<file path="src/sv/vct_pkg.sv">
// ----------------------------------------------------------------------------
// vct_pkg: shared definitions for the viewport camera transform
// Fixed-point formats, field widths, action codes, the CORDIC arctangent
// table, saturation helper and the result groups of the shared units.
// ----------------------------------------------------------------------------
package vct_pkg;

  localparam int COORD_FRAC_BITS = 16;
  localparam int ZOOM_FRAC_BITS  = 22;
  localparam int CORDIC_STEPS    = 16;
  localparam int TRIG_FRAC       = 30;

  localparam int COORD_W  = 48;
  localparam int DIFF_W   = COORD_W + 1;
  localparam int ZOOM_W   = 32;
  localparam int ANGLE_W  = 25;
  localparam int TURN_W   = 26;
  localparam int VIEW_W   = 15;
  localparam int HALF_W   = VIEW_W + COORD_FRAC_BITS - 1;
  localparam int TRIG_W   = 33;
  localparam int ZA_W     = 27;
  localparam int ATAN_W   = 22;
  localparam int MUL_W    = 33;
  localparam int PROD_W   = 2 * MUL_W;
  localparam int LIMB_W   = 32;
  localparam int V_W      = 82;
  localparam int MAG_W    = 3 * LIMB_W;
  localparam int ACC_W    = 128;
  localparam int SUM_W    = 64;
  localparam int NUM_W    = V_W - (TRIG_FRAC - ZOOM_FRAC_BITS);
  localparam int ZP_W     = 2 * ZOOM_W - ZOOM_FRAC_BITS;
  localparam int WS_SHIFT = TRIG_FRAC + ZOOM_FRAC_BITS;
  localparam int WS_W     = ACC_W - WS_SHIFT;

  // Stream payload widths, padded to whole bytes.
  localparam int IN_DATA_W  = ((2 * COORD_W + ZOOM_W + TURN_W + 7) / 8) * 8;
  localparam int OUT_DATA_W = ((2 * COORD_W + 1 + 7) / 8) * 8;

  localparam int CORDIC_N = (CORDIC_STEPS > 24) ? 24 : CORDIC_STEPS;

  localparam int ANGLE_FULL    = 23592960;
  localparam int ANGLE_HALF    = 11796480;
  localparam int ANGLE_QUARTER = 5898240;
  localparam int CORDIC_GAIN   = 652032874;

  localparam logic [ZOOM_W-1:0] ZOOM_ONE = ZOOM_W'(64'd1 << ZOOM_FRAC_BITS);
  localparam logic [63:0] ZMIN_L   = ((64'd1 << ZOOM_FRAC_BITS) + 64'd500) / 64'd1000;
  localparam logic [63:0] ZMAX_RAW = 64'd1000 << ZOOM_FRAC_BITS;
  localparam logic [63:0] ZMAX_L   = (ZMAX_RAW > 64'hFFFF_FFFF) ? 64'hFFFF_FFFF : ZMAX_RAW;
  localparam logic [63:0] Q_LIMIT  = 64'd1 << 60;

  localparam logic signed [SUM_W-1:0] COORD_MAX_S =
    (SUM_W'(1) <<< (COORD_W - 1)) - SUM_W'(1);
  localparam logic signed [SUM_W-1:0] COORD_MIN_S = ~COORD_MAX_S;

  localparam logic [2:0] ACT_HOME   = 3'd0;
  localparam logic [2:0] ACT_PAN    = 3'd1;
  localparam logic [2:0] ACT_ROTATE = 3'd2;
  localparam logic [2:0] ACT_ZOOM   = 3'd3;
  localparam logic [2:0] ACT_S2W    = 3'd4;
  localparam logic [2:0] ACT_W2S    = 3'd5;

  // Register indexes of the configuration port.
  localparam logic CFG_VIEW_WIDTH  = 1'b0;
  localparam logic CFG_VIEW_HEIGHT = 1'b1;

  typedef struct packed {
    logic                     done;
    logic signed [TRIG_W-1:0] cos_v;
    logic signed [TRIG_W-1:0] sin_v;
  } trig_res_t;

  typedef struct packed {
    logic             done;
    logic [NUM_W-1:0] quot;
  } div_res_t;

  // Arctangent of 2^-i in Q16 degrees.
  function automatic logic [ATAN_W-1:0] atan_deg(input logic [4:0] i);
    logic [ATAN_W-1:0] r;
    case (i)
      5'd0:  r = 22'd2949120;
      5'd1:  r = 22'd1740967;
      5'd2:  r = 22'd919879;
      5'd3:  r = 22'd466945;
      5'd4:  r = 22'd234379;
      5'd5:  r = 22'd117304;
      5'd6:  r = 22'd58666;
      5'd7:  r = 22'd29335;
      5'd8:  r = 22'd14668;
      5'd9:  r = 22'd7334;
      5'd10: r = 22'd3667;
      5'd11: r = 22'd1833;
      5'd12: r = 22'd917;
      5'd13: r = 22'd458;
      5'd14: r = 22'd229;
      5'd15: r = 22'd115;
      5'd16: r = 22'd57;
      5'd17: r = 22'd29;
      5'd18: r = 22'd14;
      5'd19: r = 22'd7;
      5'd20: r = 22'd4;
      5'd21: r = 22'd2;
      5'd22: r = 22'd1;
      default: r = 22'd0;
    endcase
    return r;
  endfunction

  function automatic logic signed [COORD_W-1:0] sat48(input logic signed [SUM_W-1:0] v);
    logic signed [SUM_W-1:0] r;
    if (v > COORD_MAX_S) r = COORD_MAX_S;
    else if (v < COORD_MIN_S) r = COORD_MIN_S;
    else r = v;
    return r[COORD_W-1:0];
  endfunction

endpackage

</file>
<file path="src/sv/vct_cordic.sv">
// ----------------------------------------------------------------------------
// vct_cordic: iterative CORDIC sine and cosine
// Folds the angle into [-90, 90] degrees, then runs one rotation step a cycle.
// ----------------------------------------------------------------------------
module vct_cordic import vct_pkg::*; (
  input  logic               clk,
  input  logic               rst_n,
  input  logic               start,
  input  logic [ANGLE_W-1:0] angle,
  output trig_res_t          res
);

  localparam int IDX_W = $clog2(CORDIC_N);

  logic                     busy_r, busy_nxt;
  logic                     done_r, done_nxt;
  logic                     flip_r, flip_nxt;
  logic [IDX_W-1:0]         cnt_r, cnt_nxt;
  logic signed [TRIG_W-1:0] x_r, x_nxt, y_r, y_nxt;
  logic signed [ZA_W-1:0]   z_r, z_nxt;

  always_comb begin
    logic signed [ZA_W-1:0]   za;
    logic signed [TRIG_W-1:0] xs, ys;
    logic [ZA_W-1:0]          at;
    busy_nxt = busy_r;
    done_nxt = 1'b0;
    flip_nxt = flip_r;
    cnt_nxt  = cnt_r;
    x_nxt    = x_r;
    y_nxt    = y_r;
    z_nxt    = z_r;
    za = $signed({{(ZA_W-ANGLE_W){1'b0}}, angle});
    xs = x_r >>> cnt_r;
    ys = y_r >>> cnt_r;
    at = ZA_W'(atan_deg(5'(cnt_r)));
    if (start) begin
      if (za >= ANGLE_HALF) za = za - ZA_W'(ANGLE_FULL);
      flip_nxt = 1'b0;
      if (za > ANGLE_QUARTER) begin
        za = za - ZA_W'(ANGLE_HALF);
        flip_nxt = 1'b1;
      end else if (za < -ANGLE_QUARTER) begin
        za = za + ZA_W'(ANGLE_HALF);
        flip_nxt = 1'b1;
      end
      z_nxt    = za;
      x_nxt    = TRIG_W'(CORDIC_GAIN);
      y_nxt    = '0;
      cnt_nxt  = '0;
      busy_nxt = 1'b1;
    end else if (busy_r) begin
      if (z_r >= 0) begin
        x_nxt = x_r - ys;
        y_nxt = y_r + xs;
        z_nxt = z_r - at;
      end else begin
        x_nxt = x_r + ys;
        y_nxt = y_r - xs;
        z_nxt = z_r + at;
      end
      if (cnt_r == IDX_W'(CORDIC_N - 1)) begin
        busy_nxt = 1'b0;
        done_nxt = 1'b1;
      end else begin
        cnt_nxt = cnt_r + IDX_W'(1);
      end
    end
  end

  always_ff @(posedge clk) begin
    if (!rst_n) begin
      busy_r <= 1'b0;
      done_r <= 1'b0;
      cnt_r  <= '0;
    end else begin
      busy_r <= busy_nxt;
      done_r <= done_nxt;
      cnt_r  <= cnt_nxt;
    end
    flip_r <= flip_nxt;
    x_r    <= x_nxt;
    y_r    <= y_nxt;
    z_r    <= z_nxt;
  end

  assign res.done  = done_r;
  assign res.cos_v = flip_r ? -x_r : x_r;
  assign res.sin_v = flip_r ? -y_r : y_r;

endmodule

</file>
<file path="config.mk">
export PLATFORM = sky130hd
export DESIGN_NAME = vct_cordic
export DESIGN_NICKNAME = d
export VERILOG_FILES = /design/src/sv/vct_pkg.sv /design/src/sv/vct_cordic.sv
export SDC_FILE = /design/constraint.sdc
export NUM_CORES = 1
export LEC_CHECK = 0
export BUFFER_PORTS_ARGS = -buffer_cell sky130_fd_sc_hd__buf_2
export CAP_MARGIN = 30
export CELL_PAD_IN_SITES_DETAIL_PLACEMENT = 0
export CELL_PAD_IN_SITES_GLOBAL_PLACEMENT = 1
export CORE_MARGIN = 8
export CORE_UTILIZATION = 48
export CTS_CLUSTER_DIAMETER = 50
export DETAILED_ROUTE_END_ITERATION = 10
export GPL_TIMING_DRIVEN = 1
export PLACE_DENSITY = 0.85
export SYNTH_ARGS = -nofsm -noshare
export SYNTH_HDL_FRONTEND = slang
export SYNTH_SLANG_ARGS = --single-unit
</file>
<file path="constraint.sdc">
create_clock -name clk -period 7.1 [get_ports clk]
set_clock_uncertainty 0.1 [all_clocks]
set_input_delay 0.355 -clock clk [delete_from_list [all_inputs] [get_ports clk]]
set_output_delay 0.355 -clock clk [all_outputs]
set_load 0.02 [all_outputs]
</file>
# --- After elaboration in Yosys (flattened, before gate mapping) ---
# Memories as Yosys holds them, arrays and structs flattened. A register that Yosys moved wholly into a read port is not among the register bits.
# Cells that the tools add are included.
op_classes:
  n_addsub: 12
  muxes: 18
  eq_ne: 1
  shift: 2
  n_lt_le_gt_ge: 4
  bitwise_logic: 3
  reduce_logical: 4
ops:
  columns: ["operator", "n"]
  rows:
  - ["2-to-1 mux 27 bit", 7]
  - ["2-to-1 mux 33 bit", 4]
  - ["adder 33 bit", 2]
  - ["negation 33 bit", 2]
  - [">>> shifter 33 x 4 -> 33 bit", 2]
  - ["subtractor 33 bit", 2]
  - ["adder 27 x 22 -> 27 bit", 1]
  - ["adder 27 x 25 -> 27 bit (second input constant)", 1]
  - [">= comparator 27 x 1 -> 1 bit (second input constant)", 1]
  - ["> comparator 27 x 24 -> 1 bit (second input constant)", 1]
  - ["< comparator 27 x 24 -> 1 bit (second input constant)", 1]
  - ["subtractor 27 x 22 -> 27 bit", 1]
  - ["subtractor 27 x 25 -> 27 bit (second input constant)", 1]
  - ["subtractor 25 x 25 -> 26 bit (second input constant)", 1]
  - [">= comparator 25 x 24 -> 1 bit (second input constant)", 1]
  - ["2-to-1 mux 4 bit", 2]
  - ["2-to-1 mux 1 bit", 5]
  - ["adder 4 x 1 -> 4 bit (second input constant)", 1]
  - ["equality test 4 bit (second input constant)", 1]
  - ["NOT 1 bit", 3]
  - ["OR reduction 3 bit", 1]
  - ["AND reduction 2 bit", 1]
  - ["nonzero test 2 bit", 1]
  - ["OR reduction 2 bit", 1]
word_totals:
  rom_bits: 352
  output_inout_bits: 67
  in_bits: 28
  reg_bits: 100
  mem_count: 1
  elab_cells: 52
mem_list:
  columns: ["name", "depth", "width", "read_ports", "rd_clocked_by_memory_dff", "wr", "line", "rtl"]
  rows:
  - ["(no name shown)", 16, 22, 1, 1, 0, "vct_pkg.sv:81", "case (i)"]

# --- Logic depth before layout (Yosys ltp) ---
depth:
  depth_word: 7
  mapped_depth: 29
  ltp_nobuf: 21

# --- Least setup slack after synthesis ---
# OpenSTA, ideal clock, no wires.
synth_timing:
  path_type: "reg2reg"
  startpoint: "register cnt_r[0]"
  endpoint: "register y_r[32]"
  setup_ns: 0.124
  required_ns: 6.876
  setup_slack_ns: 0.978
  path_stages_with_launch: 27
  arrival_ns: 5.898
  period_less_slack_ns: 6.122
  path_cell_list: "dfxtp_1 -> buf_2 -> buf_2 -> buf_2 -> buf_1 -> clkbuf_1 -> buf_2 -> clkbuf_1 -> nand2_1 -> a21oi_1 -> a21oi_1 -> ha_1 -> o221ai_1 -> a21o_1 -> nand2_1 -> xor2_1 -> ha_1 -> and3_1 -> a221o_1 -> a21oi_1 -> o2111ai_1 -> nand2_1 -> a31oi_1 -> a21o_1 -> a221o_1 -> mux4_2 -> a2111o_1"
synth_between:
  elab_chain_cells: 3
  elab_cells_between_ends: 4
  classes_between: "2 x add/sub; 1 x shift; 1 x mux"
synth_lines:
  columns: ["item", "line", "rtl"]
  rows:
  - ["from (decl)", "vct_cordic.sv:18", "logic [IDX_W-1:0] cnt_r, cnt_nxt;"]
  - ["from (signal assigned)", "vct_cordic.sv:79", "cnt_r <= cnt_nxt;"]
  - [">>> shifter 33 x 4 -> 33 bit *", "vct_cordic.sv:34", "xs = x_r >>> cnt_r;"]
  - ["subtractor 33 bit / adder 33 bit (equally long branches)", "vct_cordic.sv:59, vct_cordic.sv:55", null]
  - ["2-to-1 mux 33 bit *", "vct_cordic.sv:53", "if (z_r >= 0) begin"]
  - ["to (signal assigned)", "vct_cordic.sv:83", "y_r <= y_nxt;"]
  - ["to (decl)", "vct_cordic.sv:19", "logic signed [TRIG_W-1:0] x_r, x_nxt, y_r, y_nxt;"]
# Mark *: on every way between the ends. The rest lies on a longest branch, timed or not.
# A chain may end at the register's enable or synchronous reset.

# --- Worst setup path after layout ---
layout_timing:
  startpoint: "register cnt_r[1]"
  endpoint: "register x_r[30]"
layout_between:
  elab_chain_cells: 3
  elab_cells_between_ends: 4
  classes_between: "2 x add/sub; 1 x shift; 1 x mux"
layout_lines:
  columns: ["item", "line", "rtl"]
  rows:
  - [">>> shifter 33 x 4 -> 33 bit *", "vct_cordic.sv:35", "ys = y_r >>> cnt_r;"]
  - ["adder 33 bit / subtractor 33 bit (equally long branches)", "vct_cordic.sv:58, vct_cordic.sv:54", null]
  - ["2-to-1 mux 33 bit *", "vct_cordic.sv:53", null]
  - ["to (signal assigned)", "vct_cordic.sv:82", "x_r <= x_nxt;"]
  - ["to (decl)", "vct_cordic.sv:19", null]
# Marks and branches as above.

==> reports/qor.csv <==
metric,value,unit
run status,finished clean,
Critical Path Source Type,register,
met1 Resource Use GR,0.282,
Max Fclk,0.154,GHz
hold slack,0.0832,ns
synth warn,0,
clk sink count,122,
detailed placement HPWL,36400,um
# resized after CTS,0,
hold path start,rst_n,
reg2reg setup slack,0.62,ns
Port Buffer Count,94,
Max Cap Violations,0,
Tmin final,6.48,ns
RSZ-0062 raised after global routing,no,
Setup crit end,x_r[30],
clock buffer depth,2,
Fillers,3269,
CTS H-tree lvls,4,
wire per inst,19.3,um
GRT Residual Overflow,0,
Post-synth EDFFs,28,
post-CTS setup buffers,0,
drt first pass iters,5,
WP data required,7.33,ns
final period utilization,0.913,
initial antenna violation count,1,
synthesized cell area,16400,um2
grt met3 use,0.0310,
final number of max-transition violations,0,
via count,15500,
post-synthesis cell count,2054,
Critical Path End Type,register,
share of cells above drive strength 1,0.137,
Skew-Pair Late Insertion Delay,0.45,ns
final number of hold-violating endpoints,0,
Util after Layout,0.523,
# setup viols final,0,
critical path class,register to register,
sequential-to-total area share from yosys stat,0.166,
R2R cell count,19,
area grow syn2layout,7.15,%
Die Y,201,um
Synth Area per Inst,7.99,um2
Post-DRT Antenna Nets,0,
clock tree from TritonCTS,built,
ys async rst share,0,
DRC viols,0,
post-synth net total,2194,
routability cong.,0.917,
Die W,201,um
Min-Delay Path Class,input port to register,
Worst Path Arrival,6.71,ns
Synth area leaders,"dfxtp_1 11%, mux4_2 9.2%, ha_1 8.3%",
gr busiest metal,met2,
DIE AREA,40400,um2
Starting DRT DRC Count,1080,
Worst Setup SP,cnt_r[1],
Yosys reg bits,122,
Unique masters post-synth,88,
total track usage,0.233,
Total Nets Final,2180,
CTS buffer count,17,
Critical Path Max Stage Delay,0.78,ns
placed inst area,17000,um2
row count,67,
P_leak,7.17,nW
fin cells,2502,
ys flop type,dfxtp_1,
Critical R2R Launch,cnt_r[1],
vias in the first global route,15000,
"Clk pin slew, worst setup/hold paths",0.07,ns
reg2reg end,x_r[30],
worst slew pin tran,0.971,ns
CP dominant cell by count,a21oi_1,
number of cells on the worst hold path,2,
worst vdd ir,240,uV
largest area contributor in the netlist,dfxtp_1,
Via density,6.20,
placed insts,2469,
cts hold-fix bufs,0,
slowest library cell on the worst path,dfxtp_4,
Total Wirelength,48200,um
largest net degree at the start of global routing,81,
Max-slew headroom,0.350,
TNS Setup,0,ns
share of the synthesized area in the top cell type,0.115,
final instance area,17600,um2
PwrDens,554,nW/um2
Core Footprint,33600,um2
I/O pins,95,
GRT met2 Usage,0.405,
CP Cell Sequence,"mux4_2, mux2_2, a21oi_1, nor3b_1, nand4_1, or3_1, nand2b_1, o21ai_0, xor2_1, ha_1, a21oi_1, nor3b_1, o311ai_0, a31oi_1, o21ai_0, a21o_1, a21oi_1, nor4_1, or3b_2",
effective utilization at floorplan,0.488,
Multi-input gate area,12800,um2
flip-flop and latch area,2730,um2
critical path peak fanout,42,
root buf cell,clkbuf_16,
first-pass GRT wire length,78500,um
stage by stage:
stage | setup WS, ns | power (mW)
floorplan | 0.978 | 7.16
global placement | 0.886 | 8.71
detailed placement | 0.702 | 8.79
CTS | 0.655 | 9.72
global route | 0.0711 | 10.6
finish | 0.620 | 9.74
cell usage in the layout, fill, tap and decap left out, types with 53 or more instances in the layout:
cell type  instances
mux4_2            67
nand2_1          200
buf_2             94
a21o_1            64
xnor2_1          150
xor2_1            76
nor2_1           158
dfxtp_1           89
ha_1             109
a21oi_1          130
o21ai_0          163
inv_1             53
mux2i_1           65
layer usage:
layer  routed length (um)  share of wire
met5                    0              0
met4                 2130          0.044
met3                 2210          0.046
met2                23100           0.48
met1                20700           0.43
worst min path at each step:
| stage | slack (ns) | end |
|---|---|---|
| after CTS | 0.07 | busy_r |
| after detailed placement | 0.48 | x_r[0] |
| final | 0.08 | busy_r |
| after global routing | 0.09 | busy_r |
| after global placement | 0.45 | x_r[0] |
| after floorplan | 0.37 | flip_r |
worst max-delay path: cells and delay by family, from the launching register on:
family                   cells  cell delay (ns)
AND/OR/NAND/NOR              7             2.22
AO/OA/AOI/OAI                8             1.87
multiplexers                 2             0.91
flip-flops                   1             0.78
adder cells (fa/ha/maj)      1             0.29
XOR/XNOR                     1             0.17
cell type report:
cell class,count,share of cell area
diodes,1,0.000142
multi-input cells,1726,0.729
clock buffers,17,0.0242
flip-flops and latches,122,0.155
clock inverters,15,0.00797
well taps,448,0.0319
inverters,57,0.0122
repair buffers,116,0.0387
synth_stat cells, types with 19 or more instances:
cell and n:
nand2_1 200, o21ai_0 163, nor2_1 160, xnor2_1 150, a21oi_1 130, ha_1 109
clkbuf_1 95, dfxtp_1 94, xor2_1 76, mux4_2 67, mux2i_1 65, a21o_1 64
inv_1 53, o31ai_1 37, nor3_1 36, nand3_1 30, edfxtp_1 28, mux2_2 28
a31oi_1 27, buf_1 26, nand2b_1 26, o211ai_1 24, and3_1 20, or2_2 20
o21a_1 19, or3_1 19, or4_1 19
power breakdown:
group	internal, mW	total, mW	switching [mW]
clock	0.488	0.878	0.390
combinational	3.23	7.39	4.17
sequential	0.967	1.46	0.496
total	4.68	9.74	5.05
logic make-up after synthesis:
logic type / synth area share
simple gates: 0.182
compound gates: 0.234
xor+xnor: 0.121
buf+inv: 0.0528
mux: 0.158
flops: 0.166
fa+ha+maj: 0.0868
(Power assumes the default switching activity.)
