### config.mk
export PLATFORM = sky130hd
export DESIGN_NAME = vct_div
export DESIGN_NICKNAME = d
export VERILOG_FILES = /design/src/sv/vct_pkg.sv /design/src/sv/vct_div.sv
export SDC_FILE = /design/constraint.sdc
export NUM_CORES = 1
export LEC_CHECK = 0
export ABC_AREA = 1
export BUFFER_PORTS_ARGS = -buffer_cell sky130_fd_sc_hd__clkbuf_2
export CAP_MARGIN = 40
export CORE_MARGIN = 2
export CORE_UTILIZATION = 50
export DETAILED_ROUTE_END_ITERATION = 10
export PLACE_DENSITY = 0.74
export SYNTH_ARGS = -nofsm -noshare
export SYNTH_HDL_FRONTEND = slang
export SYNTH_SLANG_ARGS = --single-unit
### constraint.sdc
create_clock -name clk -period 3.9 [get_ports clk]
set_input_delay 0.195 -clock clk [delete_from_list [all_inputs] [get_ports clk]]
set_output_delay 0.195 -clock clk [all_outputs]
set_load 0.005 [all_outputs]
### src/sv/vct_pkg.sv
// ----------------------------------------------------------------------------
// vct_pkg: shared definitions for the viewport camera transform
// Fixed-point formats, field widths, action codes, the CORDIC arctangent
// table, saturation helper and the result groups of the shared units.
// ----------------------------------------------------------------------------
package vct_pkg;

  localparam int COORD_FRAC_BITS = 16;
  localparam int ZOOM_FRAC_BITS  = 22;
  localparam int CORDIC_STEPS    = 16;
  localparam int TRIG_FRAC       = 30;

  localparam int COORD_W  = 48;
  localparam int DIFF_W   = COORD_W + 1;
  localparam int ZOOM_W   = 32;
  localparam int ANGLE_W  = 25;
  localparam int TURN_W   = 26;
  localparam int VIEW_W   = 15;
  localparam int HALF_W   = VIEW_W + COORD_FRAC_BITS - 1;
  localparam int TRIG_W   = 33;
  localparam int ZA_W     = 27;
  localparam int ATAN_W   = 22;
  localparam int MUL_W    = 33;
  localparam int PROD_W   = 2 * MUL_W;
  localparam int LIMB_W   = 32;
  localparam int V_W      = 82;
  localparam int MAG_W    = 3 * LIMB_W;
  localparam int ACC_W    = 128;
  localparam int SUM_W    = 64;
  localparam int NUM_W    = V_W - (TRIG_FRAC - ZOOM_FRAC_BITS);
  localparam int ZP_W     = 2 * ZOOM_W - ZOOM_FRAC_BITS;
  localparam int WS_SHIFT = TRIG_FRAC + ZOOM_FRAC_BITS;
  localparam int WS_W     = ACC_W - WS_SHIFT;

  // Stream payload widths, padded to whole bytes.
  localparam int IN_DATA_W  = ((2 * COORD_W + ZOOM_W + TURN_W + 7) / 8) * 8;
  localparam int OUT_DATA_W = ((2 * COORD_W + 1 + 7) / 8) * 8;

  localparam int CORDIC_N = (CORDIC_STEPS > 24) ? 24 : CORDIC_STEPS;

  localparam int ANGLE_FULL    = 23592960;
  localparam int ANGLE_HALF    = 11796480;
  localparam int ANGLE_QUARTER = 5898240;
  localparam int CORDIC_GAIN   = 652032874;

  localparam logic [ZOOM_W-1:0] ZOOM_ONE = ZOOM_W'(64'd1 << ZOOM_FRAC_BITS);
  localparam logic [63:0] ZMIN_L   = ((64'd1 << ZOOM_FRAC_BITS) + 64'd500) / 64'd1000;
  localparam logic [63:0] ZMAX_RAW = 64'd1000 << ZOOM_FRAC_BITS;
  localparam logic [63:0] ZMAX_L   = (ZMAX_RAW > 64'hFFFF_FFFF) ? 64'hFFFF_FFFF : ZMAX_RAW;
  localparam logic [63:0] Q_LIMIT  = 64'd1 << 60;

  localparam logic signed [SUM_W-1:0] COORD_MAX_S =
    (SUM_W'(1) <<< (COORD_W - 1)) - SUM_W'(1);
  localparam logic signed [SUM_W-1:0] COORD_MIN_S = ~COORD_MAX_S;

  localparam logic [2:0] ACT_HOME   = 3'd0;
  localparam logic [2:0] ACT_PAN    = 3'd1;
  localparam logic [2:0] ACT_ROTATE = 3'd2;
  localparam logic [2:0] ACT_ZOOM   = 3'd3;
  localparam logic [2:0] ACT_S2W    = 3'd4;
  localparam logic [2:0] ACT_W2S    = 3'd5;

  // Register indexes of the configuration port.
  localparam logic CFG_VIEW_WIDTH  = 1'b0;
  localparam logic CFG_VIEW_HEIGHT = 1'b1;

  typedef struct packed {
    logic                     done;
    logic signed [TRIG_W-1:0] cos_v;
    logic signed [TRIG_W-1:0] sin_v;
  } trig_res_t;

  typedef struct packed {
    logic             done;
    logic [NUM_W-1:0] quot;
  } div_res_t;

  // Arctangent of 2^-i in Q16 degrees.
  function automatic logic [ATAN_W-1:0] atan_deg(input logic [4:0] i);
    logic [ATAN_W-1:0] r;
    case (i)
      5'd0:  r = 22'd2949120;
      5'd1:  r = 22'd1740967;
      5'd2:  r = 22'd919879;
      5'd3:  r = 22'd466945;
      5'd4:  r = 22'd234379;
      5'd5:  r = 22'd117304;
      5'd6:  r = 22'd58666;
      5'd7:  r = 22'd29335;
      5'd8:  r = 22'd14668;
      5'd9:  r = 22'd7334;
      5'd10: r = 22'd3667;
      5'd11: r = 22'd1833;
      5'd12: r = 22'd917;
      5'd13: r = 22'd458;
      5'd14: r = 22'd229;
      5'd15: r = 22'd115;
      5'd16: r = 22'd57;
      5'd17: r = 22'd29;
      5'd18: r = 22'd14;
      5'd19: r = 22'd7;
      5'd20: r = 22'd4;
      5'd21: r = 22'd2;
      5'd22: r = 22'd1;
      default: r = 22'd0;
    endcase
    return r;
  endfunction

  function automatic logic signed [COORD_W-1:0] sat48(input logic signed [SUM_W-1:0] v);
    logic signed [SUM_W-1:0] r;
    if (v > COORD_MAX_S) r = COORD_MAX_S;
    else if (v < COORD_MIN_S) r = COORD_MIN_S;
    else r = v;
    return r[COORD_W-1:0];
  endfunction

endpackage

### src/sv/vct_div.sv
// ----------------------------------------------------------------------------
// vct_div: restoring divider, one quotient bit per cycle
// Divides an unsigned numerator by the 32-bit zoom, quotient truncated.
// ----------------------------------------------------------------------------
module vct_div import vct_pkg::*; (
  input  logic              clk,
  input  logic              rst_n,
  input  logic              start,
  input  logic [NUM_W-1:0]  num,
  input  logic [ZOOM_W-1:0] den,
  output div_res_t          res
);

  localparam int CNT_W = $clog2(NUM_W);

  logic              busy_r, busy_nxt;
  logic              done_r, done_nxt;
  logic [CNT_W-1:0]  cnt_r, cnt_nxt;
  logic [NUM_W-1:0]  quo_r, quo_nxt;
  logic [ZOOM_W-1:0] rem_r, rem_nxt;
  logic [ZOOM_W-1:0] den_r, den_nxt;

  always_comb begin
    logic [ZOOM_W:0] rem_sh;
    logic            qb;
    busy_nxt = busy_r;
    done_nxt = 1'b0;
    cnt_nxt  = cnt_r;
    quo_nxt  = quo_r;
    rem_nxt  = rem_r;
    den_nxt  = den_r;
    rem_sh   = {rem_r, quo_r[NUM_W-1]};
    qb       = (rem_sh >= {1'b0, den_r});
    if (start) begin
      quo_nxt  = num;
      rem_nxt  = '0;
      den_nxt  = den;
      cnt_nxt  = '0;
      busy_nxt = 1'b1;
    end else if (busy_r) begin
      rem_nxt = qb ? ZOOM_W'(rem_sh - {1'b0, den_r}) : rem_sh[ZOOM_W-1:0];
      quo_nxt = {quo_r[NUM_W-2:0], qb};
      if (cnt_r == CNT_W'(NUM_W - 1)) begin
        busy_nxt = 1'b0;
        done_nxt = 1'b1;
      end else begin
        cnt_nxt = cnt_r + CNT_W'(1);
      end
    end
  end

  always_ff @(posedge clk) begin
    if (!rst_n) begin
      busy_r <= 1'b0;
      done_r <= 1'b0;
      cnt_r  <= '0;
    end else begin
      busy_r <= busy_nxt;
      done_r <= done_nxt;
      cnt_r  <= cnt_nxt;
    end
    quo_r <= quo_nxt;
    rem_r <= rem_nxt;
    den_r <= den_nxt;
  end

  assign res.done = done_r;
  assign res.quot = quo_r;

endmodule

---- Word-level counts from Yosys, hierarchy flattened ----
Cells that the tools add are included.
word-level totals
  flip-flop bits (word level) ............. 147
  bits in latches ......................... 0
  bits in writable memories ............... 0
  memory bits (read-only) ................. 0
  bits of input ports ..................... 109
  output and inout port bits .............. 75
  word-level logic and storage cells ...... 24
  memories ................................ 0
cells by class
  add/subtract/negate cells ............... 2
  $mul .................................... 0
  divide/modulo/power cells ............... 0
  $lt $le $gt $ge ......................... 1
  equality and inequality tests ........... 1
  shifts and indexed selects .............. 0
  muxes and demuxes ....................... 7
  bitwise gates (word level) .............. 3
  reduce and logical (&&, ||, !) cells .... 4
operators with widths
  operator                                     count
  two-way mux 74 bit                           2
  >= comparator 33 x 32 -> 1 bit               1
  two-way mux 32 bit                           1
  subtractor 32 bit                            1
  adder 7 x 1 -> 7 bit, second input constant  1
  equality test 7 bit, second input constant   1
  two-way mux 1 bit                            4
  NOT 1 bit                                    3
  OR reduction 3 bit                           1
  AND reduction 2 bit                          1
  nonzero test 2 bit                           1
  OR reduction 2 bit                           1

---- Longest topological paths before layout ----
Gate-level depths: netlist (run 1).
  word-level depth ........................ 4
  depth in mapped cells ................... 17
  gate-level depth less buffers ........... 16

---- Worst setup path before layout (run 1) ----
No wires, ideal clock.
  kind .................................... register -> register
  start point ............................. register busy_r
  end point ............................... register quo_r[0], enable pin
  setup time .............................. 468 ps
  data arrival time ....................... 2,704 ps
  required time ........................... 3,432 ps
  slack ................................... 728 ps
  stages on the path, launching flop included .. 4
  path buffers ............................ 1
  period minus slack after synthesis ...... 3,172 ps
  cell sequence ........................... dfxtp_1 nor2_1 inv_1 clkbuf_1
on the way
  cells in the longest elaborated chain, start to end .. 1
ends and longest elaborated chain
  what                          line           source
  start, declared               vct_div.sv:16  logic busy_r, busy_nxt;
  start signal, assigned        vct_div.sv:58  busy_r <= busy_nxt;
  nonzero test 2 bit (no line)  --
  end signal, assigned          vct_div.sv:62  quo_r <= quo_nxt;
  end, declared                 vct_div.sv:19  logic [NUM_W-1:0] quo_r, quo_nxt;
Every way passes these cells.
A chain may end at the register's enable or synchronous reset.

---- Worst setup path after layout (run 1) ----
  start point ............................. register den_r[20]
  end point ............................... register rem_r[5]
on the way
  cells in the longest elaborated chain, start to end .. 2
ends and longest elaborated chain
  what                            line           source
  start, declared                 vct_div.sv:21  logic [ZOOM_W-1:0] den_r, den_nxt;
  start signal, assigned          vct_div.sv:64  den_r <= den_nxt;
  >= comparator 33 x 32 -> 1 bit  vct_div.sv:33  qb = (rem_sh >= {1'b0, den_r});
  two-way mux 32 bit              vct_div.sv:41  rem_nxt = qb ? ZOOM_W'(rem_sh - {1'b0, den_r}) : rem_sh[ZOOM_W-1:0];
  end signal, assigned            vct_div.sv:63  rem_r <= rem_nxt;
  end, declared                   vct_div.sv:20  logic [ZOOM_W-1:0] rem_r, rem_nxt;
Every way passes these cells.

==> results of run 1 <==
-- area by class of cell --
type / count / share of cell area
flip-flops and latches: 147 / 0.374
well taps: 225 / 0.0263
multi-input cells: 817 / 0.355
repair buffers: 224 / 0.123
clock buffers: 19 / 0.0404
clock inverters: 13 / 0.0133
inverters: 191 / 0.0671
-- metrics by stage --
stage,power [mW],util,instances,cell area [um^2],setup WS (ns)
after floorplan,2.14,-,1187,8690,0.728
after global placement,2.36,0.572,1571,9800,1.32
after detailed placement,2.37,0.572,1571,9800,1.29
after CTS,4.03,0.625,1636,10700,1.28
after global routing,4.15,0.625,1636,10700,0.954
final,3.99,0.625,1636,10700,1.24
-- power by group --
| part | switching, mW | internal, mW |
|---|---|---|
| Clock | 0.730 | 0.902 |
| Sequential | 0.0590 | 1.81 |
| Combinational | 0.284 | 0.207 |
| Total | 1.07 | 2.92 |
-- cells in the final DEF, fill, tap and decap left out, types with 5 or more instances in the layout --
master and n:
sky130_fd_sc_hd__dlygate4sd3_1 33, sky130_fd_sc_hd__edfxtp_1 106, sky130_fd_sc_hd__nand2_1 544, sky130_fd_sc_hd__nand3_1 80, sky130_fd_sc_hd__inv_1 188, sky130_fd_sc_hd__o21ai_0 5, sky130_fd_sc_hd__a21oi_1 23, sky130_fd_sc_hd__o21ai_1 10
sky130_fd_sc_hd__ha_1 34, sky130_fd_sc_hd__nand4_1 9, sky130_fd_sc_hd__nor2_1 44, sky130_fd_sc_hd__nand3b_1 14, sky130_fd_sc_hd__xnor2_1 13, sky130_fd_sc_hd__nor3_1 6, sky130_fd_sc_hd__clkbuf_16 17, sky130_fd_sc_hd__clkbuf_2 182
sky130_fd_sc_hd__buf_4 8, sky130_fd_sc_hd__inv_6 5, sky130_fd_sc_hd__dfxtp_1 41
-- critical path: stages (launching register included) --
cell and delay [ns]:
sky130_fd_sc_hd__edfxtp_1 0.38, sky130_fd_sc_hd__inv_1 0.06, sky130_fd_sc_hd__ha_1 0.26, sky130_fd_sc_hd__nand2_1 0.16, sky130_fd_sc_hd__inv_1 0.05, sky130_fd_sc_hd__nand2_1 0.09
sky130_fd_sc_hd__nand2_1 0.08, sky130_fd_sc_hd__nand2_1 0.06, sky130_fd_sc_hd__nand2_1 0.08, sky130_fd_sc_hd__nand2_1 0.07, sky130_fd_sc_hd__nand2_1 0.08, sky130_fd_sc_hd__nor2_4 0.49
sky130_fd_sc_hd__nand2_4 0.36, sky130_fd_sc_hd__nand2_1 0.15, sky130_fd_sc_hd__nand3_1 0.08, sky130_fd_sc_hd__o21ai_1 0.09
-- registers in the layout, indices dropped and copies added (netlist names) --
| name | count |
|---|---|
| quo_r | 74 |
| den_r | 32 |
| rem_r | 32 |
| cnt_r | 7 |
| busy_r | 1 |
| done_r | 1 |
-- per-layer routing --
metal,up-vias,wire length [um],global-route usage
met5,-,0,0
met4,0,501,0.0868
met3,28,1390,0.0634
met2,240,11100,0.432
met1,3573,10000,0.327
li1,4110,-,-
-- worst max-delay path by stage --
| stage | cells after the start | endpoint |
|---|---|---|
| detailed placement | 13 | rem_r[7]$_SDFFE_PP0P_ |
| global placement | 13 | rem_r[4]$_SDFFE_PP0P_ |
| finish | 15 | rem_r[5]$_SDFFE_PP0P_ |
| floorplan | 3 | quo_r[0]$_DFFE_PP_ |
| global route | 15 | rem_r[3]$_SDFFE_PP0P_ |
| CTS | 13 | rem_r[6]$_SDFFE_PP0P_ |
-- cells by family after synthesis --
kind of cell	synth area share
xor gates and xnor gates	0.0141
AOI/OAI and AO/OA	0.0314
adders and majority gates	0.0513
and+or+nand+nor	0.341
buffers and inverters	0.102
DFF	0.461
-- what timing repair did --
item	in CTS	in global routing
setup endpoints to repair	0	0
hold buffers	33	0
buffers inserted	0	0
hold endpoints to repair	33	0
-- synthesized netlist by cell type, types with 2 or more instances --
| cell type | count | share of area |
|---|---|---|
| sky130_fd_sc_hd__nor3b_1 | 3 | 0.0026 |
| sky130_fd_sc_hd__xnor2_1 | 13 | 0.013 |
| sky130_fd_sc_hd__inv_1 | 190 | 0.082 |
| sky130_fd_sc_hd__nand3_1 | 80 | 0.046 |
| sky130_fd_sc_hd__nand2_2 | 4 | 0.0029 |
| sky130_fd_sc_hd__nor2_1 | 45 | 0.019 |
| sky130_fd_sc_hd__clkbuf_1 | 16 | 0.0069 |
| sky130_fd_sc_hd__o21ai_1 | 10 | 0.0058 |
| sky130_fd_sc_hd__a21oi_1 | 23 | 0.013 |
| sky130_fd_sc_hd__o21bai_1 | 4 | 0.0035 |
| sky130_fd_sc_hd__buf_1 | 3 | 0.0013 |
| sky130_fd_sc_hd__and2_1 | 4 | 0.0029 |
| sky130_fd_sc_hd__ha_1 | 34 | 0.049 |
| sky130_fd_sc_hd__buf_2 | 6 | 0.0035 |
| sky130_fd_sc_hd__nor2_4 | 2 | 0.0026 |
| sky130_fd_sc_hd__nand3b_1 | 14 | 0.012 |
| sky130_fd_sc_hd__dfxtp_1 | 41 | 0.094 |
| sky130_fd_sc_hd__nor3_1 | 6 | 0.0035 |
| sky130_fd_sc_hd__nand2_1 | 544 | 0.23 |
| sky130_fd_sc_hd__edfxtp_1 | 106 | 0.37 |
| sky130_fd_sc_hd__o21a_1 | 3 | 0.0026 |
| sky130_fd_sc_hd__nor2_2 | 3 | 0.0022 |
| sky130_fd_sc_hd__buf_6 | 4 | 0.0052 |
| sky130_fd_sc_hd__o21ai_0 | 5 | 0.0029 |
| sky130_fd_sc_hd__buf_4 | 3 | 0.0026 |
| sky130_fd_sc_hd__nand4_1 | 9 | 0.0065 |
==> impl_metrics.csv, run 1 <==
group,metric,value,unit
worst_hold_path,timing.hold.worst_endpoint,"quo_r[22]$_DFFE_PP_",
placed_design,port_buffers,183,
logic_synthesis,postSynthNetCount,1331,
drt,routed-via-count,7951,
sta,clock.fmax,377,MHz
clock_tree,tritoncts_clock_tree,"yes",
layout,area.growth.synth_to_final,23.2,%
critical_path,first_element_of_the_critical_path,"den_r[20]$_DFFE_PP_",
sta,holdWs,0.0215,ns
drt,drt.antenna.violating_nets,0,
drt,avgRoutedWirePerCell,14.1,um
sta,finalSetupViolations,0,
sta,skew,0.0166,ns
layout,nNetsFinal,1542,
drt,remaining_drc_errors,0,
clock_tree,htree_num_levels,4,
clock_tree,clk_pin_slew_worst_paths,0.07,ns
sta,grt_setup_unrepaired,"false",
critical_path,setup.worst_path.end_class,"register",
logic_synthesis,synth_warnings,0,
clock_tree,worst_skew_pair.late_latency,0.44,ns
placed_design,hpwlAfterDp,17.0,mm
pwr,ir_drop,0.000351,V
clock_tree,cts-root-to-sink-buffers,2,
die,fp-row-count,48,
drt,first_iter_violations,483,
pwr,power.density_cell_area,373,nW/um^2
logic_synthesis,synthCells,1187,
worst_hold_path,hold_class,"in2reg",
critical_path,reg2reg_to,"rem_r[5]$_SDFFE_PP0P_",
global_routing,grt_first_pass_wirelength,37.1,mm
sta,hold_violations,0,
die,fp.dieH,136,um
drt,first_pass_iters,5,
critical_path,setup.worst_path.class,"reg2reg",
layout,n_fill_cell,1548,
sta,setup-tns-final,0,ns
die,floorplan.die_area,18500,um^2
layout,seqCellArea,4000,um^2
clock_tree,clk_root_buffer_cell,"sky130_fd_sc_hd__clkbuf_16",
layout,insertedDiodeCount,0,
critical_path,critical_path_required,4.24,ns
critical_path,crit_path_max_fanout,32,
sta,minimum_clock_period,2.66,ns
worst_hold_path,hold_path_startpoint,"num[22]",
logic_synthesis,synth_async_sr_flop_share,0,
layout,multiInputGateArea,3800,um^2
die,initial_core_util,0.508,
logic_synthesis,synth-seq-cells,147,
die,core_region_area,17100,um^2
job,timing.max_cap.violations,0,
sta,headroom_to_the_max_slew_limit,0.476,
global_routing,grt_overflow,0,
critical_path,worst_r2r_path_depth,15,
logic_synthesis,edff_count_synth,106,
logic_synthesis,top_reg_cell_synth,"sky130_fd_sc_hd__edfxtp_1",
critical_path,timing.rr.start,"den_r[20]$_DFFE_PP_",
logic_synthesis,syn_area_per_cell,7.32,um^2
die,chipWidth,136,um
critical_path,reg2reg_slack,1.24,ns
placed_design,routabilityCongestion,0.944,
clock_tree,clock_sink_count,147,
drt,routed_wirelength,23.0,mm
clock_tree,cts_inserted_buffers,17,
global_routing,vias_in_the_first_global_route,7637,
sta,worstMarginPinSlew,0.785,ns
global_routing,initial_antenna_violation_count,0,
sta,final_min_period_over_clock_period,0.681,
pwr,total_leakage_power,5.75,nW
global_routing,track_usage,0.257,
clock_tree,post_cts_resize_count,0,
sta,report.final.slew_viol_count,0,
drt,vias_per_cell,4.86,
logic_synthesis,ys_seq_area_frac,0.461,
logic_synthesis,yosys.cell_types.count,38,
critical_path,worst_setup_path_start_kind,"register",
global_routing,grt_start_max_net_pins,64,
die,design.portCount,184,
critical_path,worst_ep_arrival_time,3.00,ns
layout,layout_cell_share_with_drive_strength_beyond_1,0.169,
outcome,result_of_the_run,"completed",
logic_synthesis,mappedNetlistArea,8690,um^2
worst_hold_path,hold_depth,3,
No activity file was read; power rests on OpenSTA's default activity.
==> run 2: changes to the inputs <==
- ABC_AREA: 1 -> 0
- PLACE_DENSITY: 0.74 -> 0.75
- clock period: 3.9 -> 2.8 ns (I/O delays scaled with it)
==> impl_metrics.csv, run 2 <==
group,metric,value,unit
pwr,power.switching,1.86,mW
layout,final_cells,1135,
layout,layout.cells.most_common,"sky130_fd_sc_hd__clkbuf_2",
layout,nNetsFinal,1078,
sta,skew,0.0104,ns
global_routing,global_route.usage.met3,0.0779,
clock_tree,clk_pin_slew_worst_paths,0.07,ns
placed_design,routabilityCongestion,0.882,
logic_synthesis,synth.area.top_cells,"sky130_fd_sc_hd__edfxtp_1, sky130_fd_sc_hd__mux2_2, sky130_fd_sc_hd__dfxtp_1",
drt,avgRoutedWirePerCell,17.1,um
pwr,comb_power_share,0.226,
die,design.portCount,184,
global_routing,met2_usage,0.400,
job,timing.max_cap.violations,0,
layout,top_register,"quo_r",
placed_design,hpwlAfterDp,13.4,mm
clock_tree,worst_skew_pair.late_latency,0.43,ns
logic_synthesis,synth-seq-cells,147,
clock_tree,tritoncts_clock_tree,"yes",
sta,report.final.slew_viol_count,0,
pwr,clkPwrFrac,0.363,
global_routing,grt_overflow,0,
sta,clock.fmax,364,MHz
worst_hold_path,hold_class,"in2reg",
drt,first_iter_violations,299,
drt,remaining_drc_errors,0,
sta,hold_violations,0,
sta,finalSetupViolations,0,
critical_path,critical_path_required,3.12,ns
layout,layout_cell_share_with_drive_strength_beyond_1,0.408,
die,floorplan.die_area,16300,um^2
clock_tree,cts-root-to-sink-buffers,2,
logic_synthesis,yosys.cell_count.top_type,"sky130_fd_sc_hd__edfxtp_1",
clock_tree,cts_inserted_buffers,17,
die,fp-row-count,45,
critical_path,critical_path.n_buffers_inverters,2,
drt,first_pass_iters,4,
pwr,power.density_cell_area,623,nW/um^2
critical_path,cp_cell_sequence,"inv_1 > ha_4 > nand4_1 > or4_4 > a31oi_1 > or3b_4 > o2111ai_4 > a21oi_4 > buf_12 > nor3_1 > a311o_1",
sta,holdWs,0.00796,ns
sta,grt_setup_unrepaired,"true",
global_routing,grt_start_max_net_pins,75,
sta,final_min_period_over_clock_period,0.981,
pwr,seqPwrFrac,0.411,
global_routing,top_usage_layer,"met2",
logic_synthesis,mappedNetlistArea,7630,um^2
layout,top_regs,"quo_r x74, den_r x32, rem_r x32",
logic_synthesis,synthCells,659,
clock_tree,htree_num_levels,4,
layout,area.growth.synth_to_final,37.5,%
die,chipWidth,128,um
global_routing,initial_antenna_violation_count,0,
clock_tree,clk_root_buffer_cell,"sky130_fd_sc_hd__clkbuf_16",
logic_synthesis,top_reg_cell_synth,"sky130_fd_sc_hd__edfxtp_1",
pwr,total_leakage_power,4.45,nW
logic_synthesis,postSynthNetCount,803,
critical_path,worst_setup_path_start_kind,"register",
placed_design,placed_cells,1053,
global_routing,grt_first_pass_wirelength,30.2,mm
critical_path,cpPeakStageDelay,0.45,ns
logic_synthesis,synth_warnings,0,
outcome,result_of_the_run,"completed",
logic_synthesis,synth_async_sr_flop_share,0,
logic_synthesis,synth_top_cells_by_count,"sky130_fd_sc_hd__edfxtp_1, sky130_fd_sc_hd__mux2_2, sky130_fd_sc_hd__nor2_1, sky130_fd_sc_hd__inv_1, sky130_fd_sc_hd__nand2_1",
critical_path,setup.worst_path.class,"reg2reg",
logic_synthesis,ys_seq_area_frac,0.525,
global_routing,use_met1,0.296,
critical_path,crit_path_max_fanout,15,
drt,vias_per_cell,5.37,
critical_path,worst_ep_arrival_time,3.06,ns
pwr,power_report.internal_total,4.68,mW
global_routing,vias_in_the_first_global_route,6077,
logic_synthesis,edff_count_synth,106,
placed_design,port_buffers,183,
critical_path,critPathSlowestCell,"sky130_fd_sc_hd__or4_4",
global_routing,track_usage,0.239,
sta,worstMarginPinSlew,0.628,ns
logic_synthesis,yosys.cell_types.count,59,
sta,minimum_clock_period,2.75,ns
drt,drt.antenna.violating_nets,0,
die,core_region_area,15000,um^2
logic_synthesis,syn_area_per_cell,11.6,um^2
critical_path,critical-path-top-delay-family,"compound AO/OA/AOI/OAI gates",
layout,n_fill_cell,1076,
clock_tree,clock_sink_count,147,
layout,largest_reg_flops,74,
die,initial_core_util,0.508,
logic_synthesis,synth_area_leader_cell,"sky130_fd_sc_hd__edfxtp_1",
sta,headroom_to_the_max_slew_limit,0.580,
layout,insertedDiodeCount,0,
die,fp.dieH,128,um
pwr,ir_drop,0.000467,V
critical_path,setup.worst_path.end_class,"register",
drt,routed_wirelength,19.4,mm
layout,layout.cells.most_common_list,"sky130_fd_sc_hd__clkbuf_2, sky130_fd_sc_hd__edfxtp_1, sky130_fd_sc_hd__mux2_2",
logic_synthesis,netlist.area_leader.share,0.417,
drt,routed-via-count,6098,
pwr,p_sw_frac,0.284,
[run 2: changes by cell type after synthesis, moves of 10 or more]
cell	before	now
sky130_fd_sc_hd__a211oi_1	1	23
sky130_fd_sc_hd__nand3b_1	14	2
sky130_fd_sc_hd__mux2i_1	0	21
sky130_fd_sc_hd__a21o_1	0	10
sky130_fd_sc_hd__a21oi_1	23	37
sky130_fd_sc_hd__nand2_1	544	43
sky130_fd_sc_hd__inv_1	190	48
sky130_fd_sc_hd__xor2_1	1	14
sky130_fd_sc_hd__nand3_1	80	7
sky130_fd_sc_hd__mux2_2	0	73
sky130_fd_sc_hd__o21ai_0	5	23
[run 2: area by class of cell]
type | count | area, um^2 | area share
Sequential cell | 147 | 4000 | 0.382
Timing Repair Buffer | 284 | 1870 | 0.178
Inverter | 48 | 180 | 0.0172
Clock inverter | 15 | 186 | 0.0178
Tap cell | 188 | 235 | 0.0224
Multi-Input combinational cell | 436 | 3590 | 0.342
Clock buffer | 17 | 425 | 0.0406
[run 2: power by group through the flow]
stage                     Sequential [mW]  Combinational [mW]  Clock [mW]
after global placement               2.72                1.25           0
after CTS                            2.68                1.34        2.41
final                                2.69                1.48        2.37
after floorplan                      2.71               0.769           0
after detailed placement             2.72                1.27           0
after global routing                 2.71                1.61        2.50
[run 2: through the flow]
step            util  area [um^2]  total power, mW  TNS [ns]  setup WS [ns]
2_1_floorplan      -         7630             3.48         0       0.000896
3_3_place_gp   0.602         9050             3.97   -0.0731        -0.0731
3_5_place_dp   0.602         9050             3.99    -0.126        -0.0824
4_1_cts        0.675        10100             6.43  -0.00576       -0.00576
5_1_grt        0.698        10500             6.82    -0.853        -0.0855
6_report       0.698        10500             6.53         0         0.0535
[run 2: what timing repair did]
item / in CTS / in global routing
cloned: 0 / 1
hold endpoints to repair: 44 / 1
gates resized for setup: 7 / 48
buffers inserted: 0 / 5
pin swaps: 2 / 14
hold buffers: 44 / 1
endpoints found under the setup margin: 11 / 32
[run 2: routing by layer]
metal	part of all wire	vias to the layer above
met1	0.41	2894
met4	0.013	0
met2	0.50	201
met5	0	-
li1	-	2987
met3	0.069	16
[run 2: final timing paths]
| check | startpoint | slack (ns) | endpoint | cells after the start |
|---|---|---|---|---|
| max reg2reg | den_r[16]$_DFFE_PP_ | 0.05 | rem_r[28]$_SDFFE_PP0P_ | 11 |
| max | den_r[16]$_DFFE_PP_ | 0.05 | rem_r[28]$_SDFFE_PP0P_ | 11 |
| min reg2reg | rem_r[23]$_SDFFE_PP0P_ | 0.49 | rem_r[23]$_SDFFE_PP0P_ | 2 |
| min | num[18] | 0.008 | quo_r[18]$_DFFE_PP_ | 2 |
[run 2: cells by family after synthesis]
logic type / after synthesis / share of synthesized area
flip-flops: 147 / 0.525
buffers and inverters: 76 / 0.0438
XOR/XNOR: 31 / 0.0356
multiplexers: 95 / 0.137
AO/OA/AOI/OAI: 141 / 0.121
adder cells (fa/ha/maj): 35 / 0.0584
AND/OR/NAND/NOR: 134 / 0.0799
